File: src/rtl/csmt_pkg.sv
`timescale 1ns / 1ps
`default_nettype none
package csmt_pkg;
    localparam int MaxDim      = 1024;
    localparam int MaxVectors  = 65536;
    localparam int ElementBits = 16;
    localparam int AccBits     = 48;
    localparam int SimBits     = 16;
    localparam int NumBits     = 16;
    localparam logic signed [15:0] ThresholdReset = 16'sd27853;

    localparam logic [1:0] ErrNone      = 2'd0;
    localparam logic [1:0] ErrZeroQuery = 2'd1;
    localparam logic [1:0] ErrLength    = 2'd2;

    localparam logic [0:0] KindQuery   = 1'b0;
    localparam logic [0:0] KindStorage = 1'b1;

    // Commands from the controller to the datapath.
    typedef struct packed {
        logic start_query;   // clear accumulators and search on a fresh query
        logic close_query;   // latch query length, clear vector accumulators
        logic acc_query;     // write store, accumulate query energy
        logic acc_storage;   // accumulate dot product and storage energy
        logic start_root;    // begin the similarity search
        logic root_step;     // one step of the similarity search
        logic finish;        // update maximum, load output register
    } t_cmd;

    typedef struct packed {
        logic root_done;
        logic out_busy;
    } t_status;
endpackage
`default_nettype wire

File: src/rtl/csmt_ctrl.sv
`timescale 1ns / 1ps
`default_nettype none
module csmt_ctrl (
    input  wire logic               i_clk,
    input  wire logic               i_rst_n,
    input  wire logic               i_valid,
    input  wire logic               i_kind,
    input  wire logic               i_last_of_vector,
    input  wire csmt_pkg::t_status  i_status,
    output logic                    o_ready,
    output csmt_pkg::t_cmd          o_cmd
);
    typedef enum logic [2:0] {
        ST_IDLE, ST_READ, ST_ACC, ST_ROOT_START, ST_ROOT, ST_FINISH
    } t_state;

    t_state r_state, n_state;
    logic   r_loading, n_loading;
    logic   r_kind, n_kind, r_last, n_last;

    // One item: the query entry is fetched in ST_READ, then accumulated in ST_ACC.
    always_comb begin
        n_state   = r_state;
        n_loading = r_loading;
        n_kind    = r_kind;
        n_last    = r_last;
        o_cmd     = '0;
        o_ready   = 1'b0;
        case (r_state)
            ST_IDLE: begin
                o_ready = 1'b1;
                if (i_valid) begin
                    n_kind = i_kind;
                    n_last = i_last_of_vector;
                    if (i_kind == csmt_pkg::KindQuery) begin
                        if (!r_loading) begin
                            o_cmd.start_query = 1'b1;
                        end
                        n_loading = 1'b1;
                    end else if (r_loading) begin
                        o_cmd.close_query = 1'b1;
                        n_loading = 1'b0;
                    end
                    n_state = ST_READ;
                end
            end
            ST_READ: begin
                n_state = ST_ACC;
            end
            ST_ACC: begin
                if (r_kind == csmt_pkg::KindQuery) begin
                    o_cmd.acc_query = 1'b1;
                    n_state = ST_IDLE;
                end else begin
                    o_cmd.acc_storage = 1'b1;
                    n_state = r_last ? ST_ROOT_START : ST_IDLE;
                end
            end
            ST_ROOT_START: begin
                if (r_kind == csmt_pkg::KindQuery) begin
                    o_cmd.close_query = 1'b1;
                    n_loading = 1'b0;
                    n_state = ST_IDLE;
                end else begin
                    o_cmd.start_root = 1'b1;
                    n_state = ST_ROOT;
                end
            end
            ST_ROOT: begin
                o_cmd.root_step = 1'b1;
                if (i_status.root_done) begin
                    n_state = ST_FINISH;
                end
            end
            ST_FINISH: begin
                if (!i_status.out_busy) begin
                    o_cmd.finish = 1'b1;
                    n_state = ST_IDLE;
                end
            end
            default: n_state = ST_IDLE;
        endcase
        // A query element ending its vector closes the load after it is stored.
        if (r_state == ST_ACC && r_kind == csmt_pkg::KindQuery && r_last) begin
            n_state = ST_ROOT_START;
        end
    end

    always_ff @(posedge i_clk) begin
        if (!i_rst_n) begin
            r_state   <= ST_IDLE;
            r_loading <= 1'b0;
            r_kind    <= csmt_pkg::KindQuery;
            r_last    <= 1'b0;
        end else begin
            r_state   <= n_state;
            r_loading <= n_loading;
            r_kind    <= n_kind;
            r_last    <= n_last;
        end
    end
endmodule
`default_nettype wire

File: config.mk
export PLATFORM = sky130hd
export DESIGN_NAME = csmt_ctrl
export DESIGN_NICKNAME = d
export VERILOG_FILES = /design/src/rtl/csmt_pkg.sv /design/src/rtl/csmt_ctrl.sv
export SDC_FILE = /design/constraint.sdc
export NUM_CORES = 1
export LEC_CHECK = 0
export BUFFER_PORTS_ARGS = -buffer_cell sky130_fd_sc_hd__buf_2
export CAP_MARGIN = 20
export CORE_AREA = 4 4 41 43
export CTS_CLUSTER_DIAMETER = 30
export CTS_CLUSTER_SIZE = 20
export DETAILED_ROUTE_END_ITERATION = 6
export DIE_AREA = 0 0 45 47
export SLEW_MARGIN = 40
export SYNTH_ARGS = -nofsm -noshare
export SYNTH_HDL_FRONTEND = slang
export SYNTH_SLANG_ARGS = --single-unit
export TNS_END_PERCENT = 20
File: constraint.sdc
create_clock -name i_clk -period 3.2 [get_ports i_clk]
set_input_delay 0.96 -clock i_clk [delete_from_list [all_inputs] [get_ports i_clk]]
set_output_delay 0.96 -clock i_clk [all_outputs]
set_load 0.02 [all_outputs]
==> results of run 1 <==
==> cells in the mapped netlist, types with 2 or more instances <==
cell     count
nor3_1       3
nand2_1      2
nor3b_1      2
mux2i_1      3
dfxtp_1      6
nor2_1       3
a21oi_1      2
buf_2        2
o311a_1      3
inv_1        4
==> flip-flops by register name, summed over array words and instances (netlist names) <==
signal and flops:
r_state 3, r_last 1, r_loading 1, r_kind 1
==> tightest hold or removal path: stages (launching register included) <==
cell and delay [ns]:
dfxtp_1 0.31, inv_1 0.05, mux2i_1 0.06, o311a_1 0.11
==> logic make-up (layout without fill, tap and decap cells) <==
| kind of cell | Yosys count | count (layout) | share of synthesized area (%) |
|---|---|---|---|
| AOI/OAI and AO/OA | 10 | 10 | 19.6 |
| buffers and inverters | 7 | 21 | 9.01 |
| DFF | 6 | 6 | 29.8 |
| muxes | 3 | 3 | 7.45 |
| and+or+nand+nor | 20 | 20 | 34.2 |
==> worst max path at each step <==
stage,to,depth (start not counted)
after floorplan,o_cmd[6],2
after global placement,o_cmd[6],4
after detailed placement,o_cmd[5],5
after CTS,o_cmd[5],5
after global routing,o_cmd[5],5
final,o_cmd[5],5
==> power by group through the flow <==
stage	clock network, mW	logic [mW]	registers, mW
detailed placement	0	0.211	0.167
finish	0.0672	0.210	0.166
global placement	0	0.210	0.167
global route	0.0767	0.232	0.173
floorplan	0	0.214	0.123
CTS	0.0712	0.212	0.165
==> through the flow <==
step | hold WS, ns | power [mW]
5_1_grt | 0.623 | 0.482
4_1_cts | 0.579 | 0.448
2_1_floorplan | 0.527 | 0.337
3_3_place_gp | 0.564 | 0.377
6_report | 0.583 | 0.443
3_5_place_dp | 0.573 | 0.378
==> metal layers <==
metal	GRT usage, %	vias up
met4	7.02	0
met1	13.5	172
met5	0	-
met2	15.0	10
li1	-	201
met3	3.83	2
==> cell usage in the layout, fill, tap and decap left out <==
master / n
o32ai_1: 1
and3_1: 1
inv_1: 4
o31ai_1: 1
and2b_1: 1
nor4_1: 1
nor4b_2: 1
clkbuf_4: 3
nor3b_1: 2
nand2_1: 2
o311a_1: 3
nor3_1: 3
o21bai_1: 1
nor2_1: 3
nor2_2: 1
a21oi_1: 2
mux2i_1: 3
buf_2: 14
dfxtp_1: 6
nor4b_4: 1
nand3_1: 1
a32oi_1: 1
and2_1: 1
nor2b_1: 1
a31oi_1: 1
nand2b_1: 1
==> cell type report <==
type                       instances  area, µm²
multi-input combinational         33        246
fill                             151        808
inverter                           4       15.0
tap                               15       18.8
timing repair buffer              14       70.1
sequential                         6        120
clock buffer                       3       22.5
==> flow_summary.yaml, run 1 <==
status:
  outcome: "finished, final reports clean"
finish:
  drive_gt1_share_pct: 33.3
  fin_nets: 69
  final_util_pct: 37.9
  final_cell_area_um2: 493
  num_antenna_cells: 0
  syn_to_final_growth_pct: 22.4
  instances_no_fill: 75
setup_path:
  worst-path-max-fanout: 5
  worst_ep_arrival_time_ns: 1.81
  rr_endpoint: "r_state[2]"
  timing.reg2reg.worst_path_depth: 3
  crit-reg2reg-launch: "r_state[2]"
  slowest_delay_ns: 0.34
  path_cells: "buf_2 > nor4b_4 > nand3_1 > o31ai_1 > buf_2"
  cp-start-kind: "input pin"
  path_class: "in -> out"
  required_ns: 2.24
  end_kind: "output port"
  critical_path.most_common_cell: "buf_2"
  critPathSlowestCell: "nor4b_4"
  cp-startpoint: "i_valid"
  critPathTopFamily: "simple AND/OR/NAND/NOR gates"
  r2r_setup_slack_ns: 1.62
  worst-path-buf-inv: 2
synthesis:
  yosys_warnings: 0
  syn-num-nets: 53
  yosys-top-cells-area: "dfxtp_1 (30%), mux2i_1 (7.5%), o311a_1 (7.5%), nor4b_4 (5.9%), nor3_1 (3.7%)"
  ys_seq_elements: 6
  yosysTopAreaCellShare_pct: 29.8
  postSynthAreaPerCell_um2: 8.76
  synth_ff_type: "dfxtp_1"
  synthCells: 46
  async_reset_ff_share_pct: 0
  synth_edf_count: 0
  yosysSeqAreaShare_pct: 29.8
  syn_area_um2: 403
  synth_cell_types: 26
  synth.largest_area_cell: "dfxtp_1"
sta:
  timing.fmax_mhz: 361
  hold_viol: 0
  slew_headroom_pct: 70.4
  setup_violations: 0
  rsz0062_at_grt: "false"
  fin_worst_skew_ns: 0.00118
  worst_pin_slew_ns: 0.443
  fin_ws_ns: 0.428
  period_needed_ns: 2.77
  timing.final.max_slew_violations: 0
  finalSetupTns_ns: 0
  post-route-period-util_pct: 86.6
cts:
  ctsLongestPathBuffers: 2
  cts_hold_buf: 0
  clkTransAtPathRegs_ns: 0.04
  cts_setup_buffers: 0
  clock_sinks: 6
  h-tree-depth: 1
  cts_resized: 0
  cts_buffers: 3
  insertion_delay_ns: 0.24
  root_buffer: "clkbuf_4"
  cts_tree: "yes"
detailed_routing:
  drt_first_pass_iters: 4
  highest_layer: "met4"
  route.vias.total: 385
  routedWlPerCell_um: 12.1
  drt_wl_total_um: 907
  dr.first_iter.drc_count: 2
  routed-wl-met3_um: 41
  ant_nets: 0
  met1Wirelength_um: 468
  drc: 0
  vias_per_cell: 5.13
  wl_met2_um: 390
floorplanning:
  die_y_um: 47
  die_w_um: 45
  io_pins: 15
  rows: 13
  core_mm2: 0.00130
  dieArea_mm2: 0.00212
  initial_core_util_pct: 31.0
power:
  p_comb_share_pct: 47.5
  pwr-share-seq_pct: 37.4
  p_clk_share_pct: 15.2
  intPower_uw: 243
  switching_share_pct: 45.2
  p_sw_uw: 200
  vdd_drop_max_mv: 0.364
  p_leak_nw: 0.224
  powerDensity_mw_per_mm2: 899
placed_design:
  place_area_um2: 470
  dp_cells: 72
  portBuffers: 14
  pre_cts_ws_ns: 0.410
  place.gp.congestion: 0.787
  hpwl_um: 713
grt:
  grt_pass1_vias: 369
  antenna_found_initial: 0
  gr-total-overflow: 0
  track_usage_pct: 10.6
  grt_max_degree: 13
  grt_first_pass_wirelength_um: 1590
hold_path:
  whs_path_depth: 3
  hold_start: "r_loading"
  hold_end: "r_loading"
  hold_path.class: "reg -> reg"
job:
  maxCapViolCount: 0
No activity file was read; power rests on OpenSTA's default activity.
==> run 2: changes to the inputs <==
- clock period: 3.2 -> 2.8 ns (I/O delays scaled with it)
==> flow_summary.yaml, run 2 (synthesis results as in run 1) <==
cts:
  clkTransAtPathRegs_ns: 0.04
  root_buffer: "clkbuf_4"
  cts_tree: "yes"
  insertion_delay_ns: 0.24
  cts_buffers: 3
  cts_resized: 0
  ctsLongestPathBuffers: 2
  clock_sinks: 6
  cts_hold_buf: 0
  cts_setup_buffers: 0
  h-tree-depth: 1
finish:
  layout_commonest_cell: "buf_2"
  num_antenna_cells: 0
  drive_gt1_share_pct: 34.4
  syn_to_final_growth_pct: 24.2
  instances_no_fill: 76
  largest_reg_flops: 3
  final_cell_mix: "buf_2 (14), dfxtp_1 (6), inv_1 (4)"
  fin_nets: 70
  nFillCells: 143
  top_register: "r_state"
  final_util_pct: 38.5
  final_cell_area_um2: 500
floorplanning:
  initial_core_util_pct: 31.0
  rows: 13
  io_pins: 15
  core_mm2: 0.00130
  die_y_um: 47
  die_w_um: 45
  dieArea_mm2: 0.00212
power:
  p_leak_nw: 0.229
  powerDensity_mw_per_mm2: 1030
  power_uw: 514
  vdd_drop_max_mv: 0.546
sta:
  hold_viol: 0
  setup_violations: 0
  worst_pin_slew_ns: 0.451
  finalSetupTns_ns: 0
  period_needed_ns: 2.45
  timing.fmax_mhz: 409
  rsz0062_at_grt: "false"
  timing.final.max_slew_violations: 0
  slew_headroom_pct: 69.9
  post-route-period-util_pct: 87.4
  fin_worst_skew_ns: 0.0000837
setup_path:
  path_cells: "buf_2 > nor4b_4 > nor3b_1 > buf_2"
  end_kind: "output port"
  critPathTopFamily: "simple AND/OR/NAND/NOR gates"
  worst_ep_arrival_time_ns: 1.61
  r2r_setup_slack_ns: 1.23
  crit-reg2reg-launch: "r_state[2]"
  timing.reg2reg.worst_path_depth: 3
  worst-path-buf-inv: 2
  critical_path.most_common_cell: "buf_2"
  worst-path-max-fanout: 4
  path_class: "in -> out"
  critPathSlowestCell: "nor4b_4"
  rr_endpoint: "r_state[2]"
  slowest_delay_ns: 0.27
  required_ns: 1.96
  cp-start-kind: "input pin"
placed_design:
  place.gp.congestion: 0.768
  place_area_um2: 478
  portBuffers: 14
  dp_cells: 73
  hpwl_um: 699
grt:
  track_usage_pct: 9.64
  grt_pass1_vias: 359
  grt_max_degree: 13
  gr-total-overflow: 0
  antenna_found_initial: 0
  grt_first_pass_wirelength_um: 1500
detailed_routing:
  vias_per_cell: 4.93
  route.vias.total: 375
  drt_wl_total_um: 893
  drt_first_pass_iters: 2
  dr.first_iter.drc_count: 1
  routedWlPerCell_um: 11.8
  drc: 0
  ant_nets: 0
status:
  outcome: "finished, final reports clean"
hold_path:
  hold_path.class: "reg -> reg"
  hold_start: "r_last"
  hold_end: "r_last"
  whs_path_depth: 2
job:
  maxCapViolCount: 0
==> run 2: final cells by class <==
| type | instances | area (µm²) | area share (%) |
|---|---|---|---|
| clock buffer | 3 | 22.5 | 4.50 |
| tap | 15 | 18.8 | 3.75 |
| sequential | 6 | 120 | 24.0 |
| timing repair buffer | 15 | 77.6 | 15.5 |
| inverter | 4 | 15.0 | 3.00 |
| multi-input combinational | 33 | 246 | 49.2 |
==> run 2: power by group <==
| part | internal, mW | leakage (nW) | switching, mW |
|---|---|---|---|
| sequential | 0.114 | 0.0493 | 0.0744 |
| combinational | 0.122 | 0.166 | 0.125 |
| clock | 0.0483 | 0.0138 | 0.0288 |
==> run 2: layer usage <==
layer / GRT usage (%) / vias to the layer above / share of wire (%)
li1: - / 203 / -
met1: 13.2 / 162 / 49
met2: 13.6 / 8 / 44
met3: 1.53 / 2 / 6.0
met4: 7.02 / 0 / 0.90
met5: 0 / - / 0
==> run 2: worst max path at each step <==
stage,to,startpoint,cells after the start
after floorplan,o_cmd[6],i_valid,2
final,o_cmd[6],i_valid,4
after CTS,o_cmd[6],i_valid,4
after detailed placement,o_cmd[6],i_valid,4
after global routing,o_cmd[6],i_valid,4
after global placement,o_cmd[6],i_valid,4
==> run 2: tightest hold or removal path, cell delays in order (launching register included) <==
cell and delay [ns]:
dfxtp_1 0.34, mux2i_1 0.14, nor2_1 0.05
==> run 2: per-stage QoR <==
stage               hold slack, ns  worst slack [ns]
floorplan                    0.527             0.236
global placement             0.563             0.365
detailed placement           0.574             0.333
CTS                          0.580             0.323
global route                 0.628             0.277
finish                       0.579             0.353
